## config.mk

```make
export PLATFORM = sky130hd
export DESIGN_NAME = signed_int_to_decimal_ascii_unit_flat
export DESIGN_NICKNAME = d
export VERILOG_FILES = /design/src/hdl/sitda_pkg.sv /design/src/hdl/sitda_in_if.sv /design/src/hdl/sitda_out_if.sv /design/src/hdl/signed_int_to_decimal_ascii_unit.sv /design/src/flat_wrapper.sv
export VERILOG_INCLUDE_DIRS = /design/src /design/src/hdl
export SDC_FILE = /design/constraint.sdc
export NUM_CORES = 1
export LEC_CHECK = 0
export BUFFER_PORTS_ARGS = -buffer_cell sky130_fd_sc_hd__buf_2
export CAP_MARGIN = 10
export CORE_ASPECT_RATIO = 1.4
export CORE_UTILIZATION = 67
export CTS_BUF_LIST = sky130_fd_sc_hd__clkbuf_2 sky130_fd_sc_hd__clkbuf_4 sky130_fd_sc_hd__clkbuf_8
export CTS_CLUSTER_DIAMETER = 60
export DETAILED_ROUTE_END_ITERATION = 8
export GPL_ROUTABILITY_DRIVEN = 1
export PLACE_DENSITY = 0.95
export SYNTH_ARGS = -nofsm -noshare
export SYNTH_HDL_FRONTEND = slang
export SYNTH_SLANG_ARGS = --single-unit
```

## constraint.sdc

```tcl
create_clock -name clk -period 8 [get_ports clk]
set_input_delay 2.4 -clock clk [delete_from_list [all_inputs] [get_ports clk]]
set_output_delay 2.4 -clock clk [all_outputs]
set_load 0.05 [all_outputs]
```

## src/hdl/signed_int_to_decimal_ascii_unit_assert.svh

```systemverilog
// assertion macros for the signed integer to decimal text unit
// needs a clk in the scope of each use, and an rst_n for SITDA_ASSERT
`ifndef SIGNED_INT_TO_DECIMAL_ASCII_UNIT_ASSERT_SVH
`define SIGNED_INT_TO_DECIMAL_ASCII_UNIT_ASSERT_SVH

// checked only outside reset
`define SITDA_ASSERT(lbl, prop, msg) \
    lbl: assert property (@(posedge clk) disable iff (!rst_n) (prop)) else $error(msg);

// checked at every edge, reset included
`define SITDA_ASSERT_ALWAYS(lbl, prop, msg) \
    lbl: assert property (@(posedge clk) (prop)) else $error(msg);

`endif

```

## src/hdl/sitda_pkg.sv

```systemverilog
// shared widths, character codes and types for the decimal text unit
// no dependencies
package sitda_pkg;

    localparam int VALUE_W    = 32;
    localparam int CHAR_W     = 8;
    localparam int LEN_W      = 4;
    localparam int NUM_DIGITS = 10;
    localparam int DIGIT_W    = 4;
    localparam int BCD_W      = NUM_DIGITS * DIGIT_W;

    localparam logic [CHAR_W-1:0] ASCII_ZERO  = 8'h30;
    localparam logic [CHAR_W-1:0] ASCII_NINE  = 8'h39;
    localparam logic [CHAR_W-1:0] ASCII_MINUS = 8'h2D;

    typedef logic signed [VALUE_W-1:0] value_t;
    typedef logic [CHAR_W-1:0]         char_t;
    typedef logic [LEN_W-1:0]          len_t;
    typedef logic [DIGIT_W-1:0]        digit_t;
    typedef logic [BCD_W-1:0]          bcd_t;

endpackage

```

## src/hdl/sitda_in_if.sv

```systemverilog
// input channel of the decimal text unit: one signed integer per item
// uses sitda_pkg
interface sitda_in_if;
    logic             valid;
    logic             ready;
    sitda_pkg::value_t value;

    modport source (output valid, output value, input ready);
    modport sink   (input valid, input value, output ready);
endinterface

```

## src/hdl/sitda_out_if.sv

```systemverilog
// output channel of the decimal text unit: one character per item
// uses sitda_pkg
interface sitda_out_if;
    logic             valid;
    logic             ready;
    sitda_pkg::char_t ascii_char;
    sitda_pkg::len_t  total_length;
    logic             last_char;

    modport source (output valid, output ascii_char, output total_length,
                    output last_char, input ready);
    modport sink   (input valid, input ascii_char, input total_length,
                    input last_char, output ready);
endinterface

```

## src/hdl/signed_int_to_decimal_ascii_unit.sv

```systemverilog
// signed 32-bit integer to decimal ascii text, one character per output item
// uses sitda_pkg, sitda_in_if, sitda_out_if and the assertion macro header
//
//  channel  dir  payload                                 per item
//  number   in   value (32, signed)                      one integer
//  text     out  ascii_char (8), total_length (4),       one character,
//                last_char (1)                           1 to 11 per integer
//
// an integer is taken only when the unit is idle, so a new integer waits until
// the last character of the previous one has been taken; the conversion runs
// the bit-serial shift-add-3 binary to bcd loop over all 32 magnitude bits,
// then strips leading zero digits, then hands out the characters.
// rst_n clears the sequencer at once; no memory to clear
// a stall on text holds the current character and freezes the sequencer
`include "signed_int_to_decimal_ascii_unit_assert.svh"

module signed_int_to_decimal_ascii_unit (
    input  logic        clk,
    input  logic        rst_n,
    sitda_in_if.sink    number,
    sitda_out_if.source text
);

    // sequencer codes
    localparam logic [1:0] ST_IDLE = 2'd0;  // waiting for an integer
    localparam logic [1:0] ST_CONV = 2'd1;  // one magnitude bit per cycle into bcd
    localparam logic [1:0] ST_SKIP = 2'd2;  // drop leading zero digits
    localparam logic [1:0] ST_EMIT = 2'd3;  // hand out characters

    localparam logic [4:0] LAST_BIT = 5'd31;
    localparam logic [3:0] ALL_DIGITS = 4'(sitda_pkg::NUM_DIGITS);
    localparam logic [3:0] ONE_DIGIT  = 4'd1;

    logic [1:0]                          state_reg,     state_next;
    logic [sitda_pkg::VALUE_W-1:0]       mag_reg,       mag_next;
    sitda_pkg::bcd_t                     bcd_reg,       bcd_next;
    logic [4:0]                          bit_cnt_reg,   bit_cnt_next;
    logic [3:0]                          dig_cnt_reg,   dig_cnt_next;
    logic                                neg_reg,       neg_next;
    logic                                sign_pend_reg, sign_pend_next;
    sitda_pkg::len_t                     len_reg,       len_next;

    sitda_pkg::bcd_t                     bcd_adj;
    sitda_pkg::digit_t                   top_digit;
    logic [sitda_pkg::VALUE_W-1:0]       in_bits;
    logic                                in_fire;
    logic                                out_fire;

    // helpers for the checks
    logic                                is_minus;
    logic                                char_ok;
    logic                                minus_ok;

    assign in_bits   = sitda_pkg::VALUE_W'(number.value);
    assign in_fire   = number.valid && number.ready;
    assign out_fire  = text.valid && text.ready;
    assign top_digit = bcd_reg[sitda_pkg::BCD_W-1 -: sitda_pkg::DIGIT_W];

    // shift-add-3 correction, each digit on its own
    always_comb
    begin
        for (int d = 0; d < sitda_pkg::NUM_DIGITS; d++)
        begin
            if (bcd_reg[d*sitda_pkg::DIGIT_W +: sitda_pkg::DIGIT_W] > 4'd4)
            begin
                bcd_adj[d*sitda_pkg::DIGIT_W +: sitda_pkg::DIGIT_W] =
                    bcd_reg[d*sitda_pkg::DIGIT_W +: sitda_pkg::DIGIT_W] + 4'd3;
            end
            else
            begin
                bcd_adj[d*sitda_pkg::DIGIT_W +: sitda_pkg::DIGIT_W] =
                    bcd_reg[d*sitda_pkg::DIGIT_W +: sitda_pkg::DIGIT_W];
            end
        end
    end

    // port side: all from registers
    assign number.ready      = (state_reg == ST_IDLE);
    assign text.valid        = (state_reg == ST_EMIT);
    assign text.ascii_char   = sign_pend_reg ? sitda_pkg::ASCII_MINUS
                                             : sitda_pkg::ASCII_ZERO + {4'd0, top_digit};
    assign text.total_length = len_reg;
    assign text.last_char    = !sign_pend_reg && (dig_cnt_reg == ONE_DIGIT);

    always_comb
    begin
        state_next     = state_reg;
        mag_next       = mag_reg;
        bcd_next       = bcd_reg;
        bit_cnt_next   = bit_cnt_reg;
        dig_cnt_next   = dig_cnt_reg;
        neg_next       = neg_reg;
        sign_pend_next = sign_pend_reg;
        len_next       = len_reg;

        case (state_reg)
            ST_IDLE:
            begin
                if (in_fire)
                begin
                    // magnitude as unsigned, so the most negative value works too
                    neg_next     = in_bits[sitda_pkg::VALUE_W-1];
                    mag_next     = in_bits[sitda_pkg::VALUE_W-1]
                                 ? (~in_bits + sitda_pkg::VALUE_W'(1)) : in_bits;
                    bcd_next     = '0;
                    bit_cnt_next = '0;
                    state_next   = ST_CONV;
                end
            end
            ST_CONV:
            begin
                bcd_next     = {bcd_adj[sitda_pkg::BCD_W-2:0], mag_reg[sitda_pkg::VALUE_W-1]};
                mag_next     = {mag_reg[sitda_pkg::VALUE_W-2:0], 1'b0};
                bit_cnt_next = bit_cnt_reg + 5'd1;
                if (bit_cnt_reg == LAST_BIT)
                begin
                    dig_cnt_next = ALL_DIGITS;
                    state_next   = ST_SKIP;
                end
            end
            ST_SKIP:
            begin
                // zero keeps its single digit
                if ((top_digit == '0) && (dig_cnt_reg != ONE_DIGIT))
                begin
                    bcd_next     = {bcd_reg[sitda_pkg::BCD_W-sitda_pkg::DIGIT_W-1:0],
                                    sitda_pkg::DIGIT_W'(0)};
                    dig_cnt_next = dig_cnt_reg - 4'd1;
                end
                else
                begin
                    len_next       = dig_cnt_reg + {3'd0, neg_reg};
                    sign_pend_next = neg_reg;
                    state_next     = ST_EMIT;
                end
            end
            ST_EMIT:
            begin
                if (out_fire)
                begin
                    if (sign_pend_reg)
                    begin
                        sign_pend_next = 1'b0;
                    end
                    else if (dig_cnt_reg == ONE_DIGIT)
                    begin
                        state_next = ST_IDLE;
                    end
                    else
                    begin
                        bcd_next     = {bcd_reg[sitda_pkg::BCD_W-sitda_pkg::DIGIT_W-1:0],
                                        sitda_pkg::DIGIT_W'(0)};
                        dig_cnt_next = dig_cnt_reg - 4'd1;
                    end
                end
            end
            default:
            begin
                state_next = ST_IDLE;
            end
        endcase
    end

    // control state
    always_ff @(posedge clk or negedge rst_n)
    begin
        if (!rst_n)
        begin
            state_reg     <= ST_IDLE;
            sign_pend_reg <= 1'b0;
        end
        else
        begin
            state_reg     <= state_next;
            sign_pend_reg <= sign_pend_next;
        end
    end

    // datapath, no reset
    always_ff @(posedge clk)
    begin
        mag_reg     <= mag_next;
        bcd_reg     <= bcd_next;
        bit_cnt_reg <= bit_cnt_next;
        dig_cnt_reg <= dig_cnt_next;
        neg_reg     <= neg_next;
        len_reg     <= len_next;
    end

    // checks
    assign is_minus = (text.ascii_char == sitda_pkg::ASCII_MINUS);
    assign char_ok  = is_minus || ((text.ascii_char >= sitda_pkg::ASCII_ZERO)
                                   && (text.ascii_char <= sitda_pkg::ASCII_NINE));
    assign minus_ok = (text.total_length >= 4'd2) && !text.last_char;

    `SITDA_ASSERT_ALWAYS(a_no_overlap, !(number.ready && text.valid), "ready while emitting")
    `SITDA_ASSERT(a_conv_time, in_fire |-> ##33 (state_reg == ST_SKIP), "bad conversion time")
    `SITDA_ASSERT(a_last_idle, (out_fire && text.last_char) |=> number.ready, "not idle at end")
    `SITDA_ASSERT(a_char_range, text.valid |-> char_ok, "character out of range")
    `SITDA_ASSERT(a_minus_len, (text.valid && is_minus) |-> minus_ok, "bad minus item")

endmodule
```

## src/flat_wrapper.sv

```systemverilog
// flat-port wrapper written by rule: the top's interface ports become plain ports
module signed_int_to_decimal_ascii_unit_flat 
  (clk, rst_n, number_valid, number_value, number_ready, text_valid, text_ascii_char, text_total_length, text_last_char, text_ready);
  sitda_in_if number_i ();
  sitda_out_if text_i ();
  input  logic clk;
  input  logic rst_n;
  input wire logic [$bits(number_i.valid)-1:0] number_valid;
  input wire logic [$bits(number_i.value)-1:0] number_value;
  output wire logic [$bits(number_i.ready)-1:0] number_ready;
  output wire logic [$bits(text_i.valid)-1:0] text_valid;
  output wire logic [$bits(text_i.ascii_char)-1:0] text_ascii_char;
  output wire logic [$bits(text_i.total_length)-1:0] text_total_length;
  output wire logic [$bits(text_i.last_char)-1:0] text_last_char;
  input wire logic [$bits(text_i.ready)-1:0] text_ready;
  assign number_i.valid = number_valid;
  assign number_i.value = number_value;
  assign number_ready = number_i.ready;
  assign text_valid = text_i.valid;
  assign text_ascii_char = text_i.ascii_char;
  assign text_total_length = text_i.total_length;
  assign text_last_char = text_i.last_char;
  assign text_i.ready = text_ready;
  signed_int_to_decimal_ascii_unit u_core (.clk(clk), .rst_n(rst_n), .number(number_i), .text(text_i));
endmodule
```

==> impl_metrics.yaml, run 1 <==
synthesis:
  netlist_instances: 562
  seq_area_frac_synth_pct: 48.15
  syn_area_per_cell_um2: 9.820
  synth_ff_type: "edfxtp_1"
  async_flop_share_pct: 3.371
  synth_top_area_share_pct: 46.79
  yosys.area.top_type: "edfxtp_1"
  ys_seq_elements: 89
  synthTopCellsByArea: "edfxtp_1, ha_1, a22oi_1, nor2_1, nand2_1"
  synth.yosys.warnings: 0
  netlist_area_mm2: 0.005519
  synthDistinctLibCells: 53
  synth_edf_count: 86
grt:
  grt_max_degree: 107
  grt-ovfl-total: 0
  grt_pass1_wl_mm: 18.22
  track_usage_pct: 27.44
  grt_pass1_vias: 4213
  antenna_found_initial: 0
cells_and_area:
  layout_common_cells: "edfxtp_1, nand2_1, nor2_1, buf_2, inv_1"
  seq_area_mm2: 0.002658
  num_antenna_cells: 0
  nFillCells: 521
  area_growth_pct: 8.093
  final_common_cell: "edfxtp_1"
  multiInputGateArea_mm2: 0.002605
  drive_gt1_share_pct: 13.79
  nets: 658
  largest_reg_flops: 40
worst_setup_path:
  cp.required_ps: 8080
  critical-path-top-delay-family: "simple AND/OR/NAND/NOR gates"
  path_cells: "buf_2, inv_1, ha_1, nor3b_1, and3_2, nand4_1, o21ai_0, o311ai_0"
  r2r_end: "u_core.bcd_reg[6]"
  cp_num_buf_inv: 2
  arrival_ps: 4170
  critical_path_class: "input pin to flop"
  r2r_start: "u_core.dig_cnt_reg[0]"
  cp-start-kind: "input pin"
  end_kind: "flop"
  reg2reg_depth: 5
  cpMaxStageDelayCell: "nor3b_1"
  cp_max_fo: 8
  worst-r2r-setup-slack_ps: 5280
  max_stage_delay_ps: 360
detailed_routing:
  vias: 4282
  dr.pass1.iters: 5
  wire_per_inst_um: 15.64
  dr.first_iter.drc_count: 453
  final_antenna_net_count: 0
  wirelength_mm: 10.98
  drt-vias-per-instance: 6.100
  drc_errors: 0
floorplan:
  io_pins: 51
  die_h_um: 109.4
  rows: 38
  die_x_um: 78.71
  coreArea_mm2: 0.007845
  die_area_mm2: 0.008610
  start_util_pct: 70.35
clock_network:
  cts_tree: "built"
  clock_latency_ps: 370
  cts_max_level: 3
  post_cts_buffers: 0
  clkTransAtPathRegs_ps: 80
  root_buffer: "clkbuf_8"
  numCtsBuffers: 9
  cts-hold-fix-buffers: 0
  cts_sinks: 89
  ctsResizeCount: 0
  cts_buffer_depth: 2
timing:
  period_share_pct: 51.04
  report.final.slew_viol_count: 0
  holdWs_ps: 539.3
  clock_skew_ps: 13.39
  setup_viol: 0
  setup_tns_ps: 0
  min_period_ps: 4083
  maxSlewHeadroom_pct: 26.50
  hold_viol: 0
  fmax_mhz: 244.9
  worst_slew_pin_slew_ps: 1100
  rsz0062_at_grt: "no"
pwr:
  p_per_area_mw_per_mm2: 433.6
  ir_worst_vdd_uv: 312.7
  p_leak_nw: 2.449
hold_path:
  hold_depth: 2
  hold_class: "flop to flop"
  min-delay-start: "u_core.mag_reg[17]"
  holdPathEnd: "u_core.mag_reg[18]"
placed_design:
  io_buffers: 47
  gp_congestion: 0.8204
  dpl.hpwl_mm: 7.668
flow_run:
  maxCapViolCount: 0
status:
  status: "complete, no violations"
[worst register-to-register path: cells and delay by family (launching register included)]
kind	cells	cell delay, ps
fa+ha+maj	1	230
flops	1	470
simple gates	3	1390
compound gates	1	220
[layout make-up]
type,count,share of cell area (%)
clock inverters,2,0.1468
inverters,44,2.768
repair buffers,51,4.446
clock buffers,11,2.328
multi-input cells,405,43.67
flip-flops and latches,89,44.55
well taps,100,2.097
[Yosys cell counts (6+ instances only)]
library cell  instances
edfxtp_1             86
nor2_1               69
nand2_1              68
inv_1                44
a22oi_1              36
o21ai_0              36
xor2_1               23
ha_1                 22
xnor2_1              18
clkbuf_1             17
nor3_1               16
a21oi_1              14
mux2i_1              14
a21o_1               10
o31ai_1               8
nand3_1               6
[worst max-delay path by stage]
stage	startpoint	endpoint	slack, ps	cells past startpoint
2_1_floorplan	text_ready	u_core.bcd_reg[0]	3390	2
3_5_place_dp	number_value[0]	u_core.mag_reg[28]	3550	8
4_1_cts	number_value[0]	u_core.mag_reg[28]	3930	8
3_3_place_gp	number_value[0]	u_core.mag_reg[28]	3690	8
6_report	number_value[0]	u_core.mag_reg[28]	3920	8
5_1_grt	number_value[0]	u_core.mag_reg[24]	3730	8
[metal layers]
layer	global-route usage [%]	up-vias	share of wire, %
met1	31.20	2041	39
met3	5.726	20	4.5
met4	11.24	0	1.8
met5	0	-	0
met2	49.81	144	54
li1	-	2077	-
[stage by stage]
| step | instance area, um2 | instances | worst slack [ps] | power [mW] | utilization, % |
|---|---|---|---|---|---|
| detailed placement | 5818 | 689 | 3548 | 2.324 | 74.16 |
| CTS | 5966 | 702 | 3934 | 2.588 | 76.04 |
| floorplan | 5523 | 563 | 3390 | 2.023 | - |
| global placement | 5818 | 689 | 3687 | 2.236 | 74.16 |
| finish | 5966 | 702 | 3917 | 2.587 | 76.04 |
| global route | 5966 | 702 | 3728 | 2.786 | 76.04 |
[cell families after synthesis]
group,after synthesis,share of synthesized area (%)
DFF,89,48.15
other,2,0.1361
and+or+nand+nor,198,16.98
AOI/OAI and AO/OA,123,14.99
muxes,18,3.355
adders and majority gates,22,4.987
xor gates and xnor gates,41,6.506
buffers and inverters,69,4.897
[report_power, final]
| part | switching, mW | leakage [nW] | internal [mW] | total (mW) |
|---|---|---|---|---|
| logic | 0.811 | 1.48 | 0.444 | 1.25 |
| clock network | 0.146 | 0.0794 | 0.113 | 0.260 |
| registers | 0.170 | 0.887 | 0.902 | 1.07 |
| total | 1.13 | 2.45 | 1.46 | 2.59 |
Note: power is estimated with default switching activity, not from simulation.
==> run 2: changes to the inputs <==
- CORE_UTILIZATION: 67 -> 62
- PLACE_DENSITY: 0.95 -> 0.9
- clock period: 8 -> 3.95 ns (I/O delays scaled with it)
==> impl_metrics.yaml, run 2 (same netlist as run 1, synthesis figures left out) <==
cells_and_area:
  num_antenna_cells: 0
  largest_reg_flops: 40
  final_common_cell: "edfxtp_1"
  drive_gt1_share_pct: 14.66
  layout_common_cells: "edfxtp_1, nand2_1, nor2_1, buf_2, inv_1"
  area_growth_pct: 9.771
  fin_cells: 712
  nFillCells: 615
  nets: 660
worst_setup_path:
  cp-start-kind: "input pin"
  max_stage_delay_ps: 420
  critical_path_class: "input pin to flop"
  critical-path-top-delay-family: "simple AND/OR/NAND/NOR gates"
  cp_max_fo: 8
  cpMaxStageDelayCell: "nor3b_1"
  cp.required_ps: 4060
  path_cells: "buf_2, inv_1, ha_1, nor3b_1, and3_2, nand4_1, o21ai_0, o311ai_0"
  arrival_ps: 2980
  r2r_start: "u_core.dig_cnt_reg[0]"
  crit_start: "number_value[0]"
  cp_num_buf_inv: 2
  end_kind: "flop"
pwr:
  p_leak_nw: 2.488
  ir_worst_vdd_uv: 747.7
  p_per_area_mw_per_mm2: 889.1
  p_total_mw: 5.387
timing:
  setup_tns_ps: 0
  maxSlewHeadroom_pct: 46.96
  setup_viol: 0
  fmax_mhz: 348.1
  worst_slew_pin_slew_ps: 788.4
  clock_skew_ps: 5.174
  period_share_pct: 72.72
  hold_viol: 0
  rsz0062_at_grt: "no"
  min_period_ps: 2872
  report.final.slew_viol_count: 0
  holdWs_ps: 540.8
clock_network:
  cts_sinks: 89
  clock_latency_ps: 370
  cts_buffer_depth: 2
  clkTransAtPathRegs_ps: 90
  numCtsBuffers: 9
  cts_tree: "built"
  cts-hold-fix-buffers: 0
  root_buffer: "clkbuf_8"
  cts_max_level: 3
  post_cts_buffers: 0
  ctsResizeCount: 0
floorplan:
  coreArea_mm2: 0.008608
  die_h_um: 113.6
  start_util_pct: 64.11
  io_pins: 51
  rows: 40
  die_x_um: 81.74
  die_area_mm2: 0.009289
grt:
  grt_pass1_wl_mm: 17.63
  grt_pass1_vias: 4064
  grt_max_degree: 49
  grt-ovfl-total: 0
  track_usage_pct: 24.66
  antenna_found_initial: 0
detailed_routing:
  wirelength_mm: 10.79
  top_layer: "met4"
  final_antenna_net_count: 0
  drc_errors: 0
  drt-vias-per-instance: 5.999
  vias: 4271
  dr.first_iter.drc_count: 331
  wl_met2_mm: 5.836
  dr.pass1.iters: 7
  wire_per_inst_um: 15.16
  met1_length_mm: 4.383
  wl_met3_um: 334
hold_path:
  min-delay-start: "u_core.mag_reg[26]"
  hold_class: "flop to flop"
placed_design:
  gp_congestion: 0.8128
  post-place-cells: 696
  dpl.hpwl_mm: 7.423
  io_buffers: 47
flow_run:
  maxCapViolCount: 0
status:
  status: "complete, no violations"
## run 2: path summary, 6_finish.rpt
| check | endpoint | slack, ps | cells after the start |
|---|---|---|---|
| max | u_core.mag_reg[28] | 1080 | 8 |
| min in group asynchronous | u_core.state_reg[1] | 600 | 1 |
| max in group asynchronous | u_core.sign_pend_reg | 3240 | 1 |
| min reg2reg | u_core.mag_reg[27] | 540 | 2 |
| max reg2reg | u_core.dig_cnt_reg[3] | 1460 | 5 |
| min | u_core.mag_reg[27] | 540 | 2 |
## run 2: layer usage
metal,vias up,global-route usage [%]
met5,-,0
met4,0,9.942
met3,18,4.000
met2,100,45.45
met1,2070,27.26
li1,2083,-
## run 2: report_power, final
part / switching [mW] / total, mW / leakage, nW / internal, mW
Clock: 0.328 / 0.684 / 0.109 / 0.356
Combinational: 1.63 / 2.54 / 1.49 / 0.914
Sequential: 0.337 / 2.16 / 0.887 / 1.82
## run 2: layout make-up
| class | count | area (um2) | share of cell area [%] |
|---|---|---|---|
| sequential | 89 | 2658 | 43.87 |
| multi-input combinational | 405 | 2605 | 43.00 |
| timing repair buffer | 53 | 280.3 | 4.626 |
| inverter | 44 | 165.2 | 2.726 |
| tap | 105 | 131.4 | 2.169 |
| clock buffer | 9 | 123.9 | 2.045 |
| clock inverter | 7 | 95.09 | 1.570 |
## run 2: through the flow
step,instance area (um2),util [%],worst slack (ps)
global route,6058,70.38,975.5
floorplan,5523,-,479.9
global placement,5839,67.83,827.0
finish,6058,70.38,1078
CTS,6058,70.38,1096
detailed placement,5839,67.83,702.8
## run 2: tightest hold or removal path, cell delays in order, from the launching register on
cell      delay [ps]
edfxtp_1         330
nand2_1           50
o21ai_0           60
==> run 3: changes to the inputs <==
- clock period: 3.95 -> 2.8 ns (I/O delays scaled with it)
==> impl_metrics.yaml, run 3 (same netlist as run 1, synthesis figures left out) <==
detailed_routing:
  vias: 4241
  dr.pass1.iters: 5
  wirelength_mm: 11.13
  dr.first_iter.drc_count: 315
  drt-vias-per-instance: 5.915
  final_antenna_net_count: 0
  wire_per_inst_um: 15.53
  drc_errors: 0
clock_network:
  cts-hold-fix-buffers: 0
  cts_max_level: 3
  clock_latency_ps: 360
  root_buffer: "clkbuf_8"
  numCtsBuffers: 9
  cts_sinks: 89
  clkTransAtPathRegs_ps: 90
  ctsResizeCount: 0
  cts_buffer_depth: 2
  cts_tree: "built"
  post_cts_buffers: 0
timing:
  fmax_mhz: 397.0
  report.final.slew_viol_count: 0
  clock_skew_ps: 10.29
  maxSlewHeadroom_pct: 54.99
  period_share_pct: 89.97
  rsz0062_at_grt: "no"
  setup_tns_ps: 0
  hold_viol: 0
  setup_viol: 0
  worst_slew_pin_slew_ps: 675.2
  min_period_ps: 2519
floorplan:
  io_pins: 51
  die_area_mm2: 0.009289
  start_util_pct: 64.11
  coreArea_mm2: 0.008608
  die_h_um: 113.6
  rows: 40
  die_x_um: 81.74
cells_and_area:
  largest_reg_flops: 40
  area_growth_pct: 11.77
  final_core_util_pct: 71.66
  fin_cells: 717
  final_common_cell: "edfxtp_1"
  layout_common_cells: "edfxtp_1, nand2_1, nor2_1, buf_2, inv_1"
  nets: 665
  drive_gt1_share_pct: 15.36
  num_antenna_cells: 0
  stdcell_area_mm2: 0.006168
status:
  status: "complete, no violations"
worst_setup_path:
  cpMaxStageDelayCell: "edfxtp_1"
  path_cells: "inv_1, ha_1, nand2_1, nor2_1, buf_2"
  cp_max_fo: 4
  cp.required_ps: 1960
  cp-start-kind: "flop"
  arrival_ps: 1680
  end_kind: "output port"
  critical_path_class: "flop to output port"
  max_stage_delay_ps: 450
flow_run:
  maxCapViolCount: 0
grt:
  grt_pass1_wl_mm: 18.20
  antenna_found_initial: 0
  grt-ovfl-total: 0
  track_usage_pct: 25.29
  grt_pass1_vias: 4091
  grt_max_degree: 69
placed_design:
  io_buffers: 47
  dpl.hpwl_mm: 7.857
  post-place-cells: 701
  gp_congestion: 0.7914
  place_area_mm2: 0.005902
pwr:
  p_total_mw: 7.900
  p_per_area_mw_per_mm2: 1281
  ir_worst_vdd_uv: 1203
  p_leak_nw: 2.547
hold_path:
  hold_class: "input pin to asynchronous set/reset pin"
-- run 3: layout make-up --
cell class | count | area (um2)
Inverter | 44 | 165.2
Fill cell | 600 | 2440
Sequential cell | 89 | 2658
Timing Repair Buffer | 58 | 342.8
Clock buffer | 9 | 123.9
Clock inverter | 7 | 142.6
Tap cell | 105 | 131.4
Multi-Input combinational cell | 405 | 2605
-- run 3: metal layers --
metal	share of wire, %	track usage, %	vias to the layer above
met1	41	29.46	2029
met2	54	45.40	102
li1	-	-	2092
met3	3.3	4.560	18
met5	0	0	-
met4	1.6	8.772	0
-- run 3: worst paths after layout --
kind                                            start                    end  slack [ps]  depth (start not counted)
worst max-delay path            u_core.dig_cnt_reg[1]         text_last_char         280                          5
worst min-delay path                            rst_n    u_core.state_reg[1]         260                          1
worst max register to register  u_core.dig_cnt_reg[0]  u_core.dig_cnt_reg[1]         640                          6
worst min register to register     u_core.mag_reg[21]     u_core.mag_reg[22]         540                          2
max in group asynchronous                       rst_n    u_core.state_reg[0]        2410                          1
min in group clk                   u_core.mag_reg[21]     u_core.mag_reg[22]         540                          2
-- run 3: stage by stage --
step | hold WS, ps | worst slack [ps]
after CTS | 252.8 | 287.4
after global routing | 249.6 | 196.8
after detailed placement | 521.6 | 33.46
after floorplan | 500.0 | 336.3
final | 260.2 | 280.9
after global placement | 507.9 | 135.2
-- run 3: report_power, final --
part           total (mW)  leakage, nW  switching (mW)  internal (mW)
combinational        3.71         1.53            2.34           1.37
clock                1.14        0.133           0.459          0.684
sequential           3.05        0.887           0.480           2.56
-- run 3: worst max-delay path: cells and delay by family (launching register included) --
| family | cells | cell delay [ps] |
|---|---|---|
| AND/OR/NAND/NOR | 2 | 280 |
| flip-flops | 1 | 450 |
| adder cells (fa/ha/maj) | 1 | 160 |
| buffers and inverters | 2 | 420 |
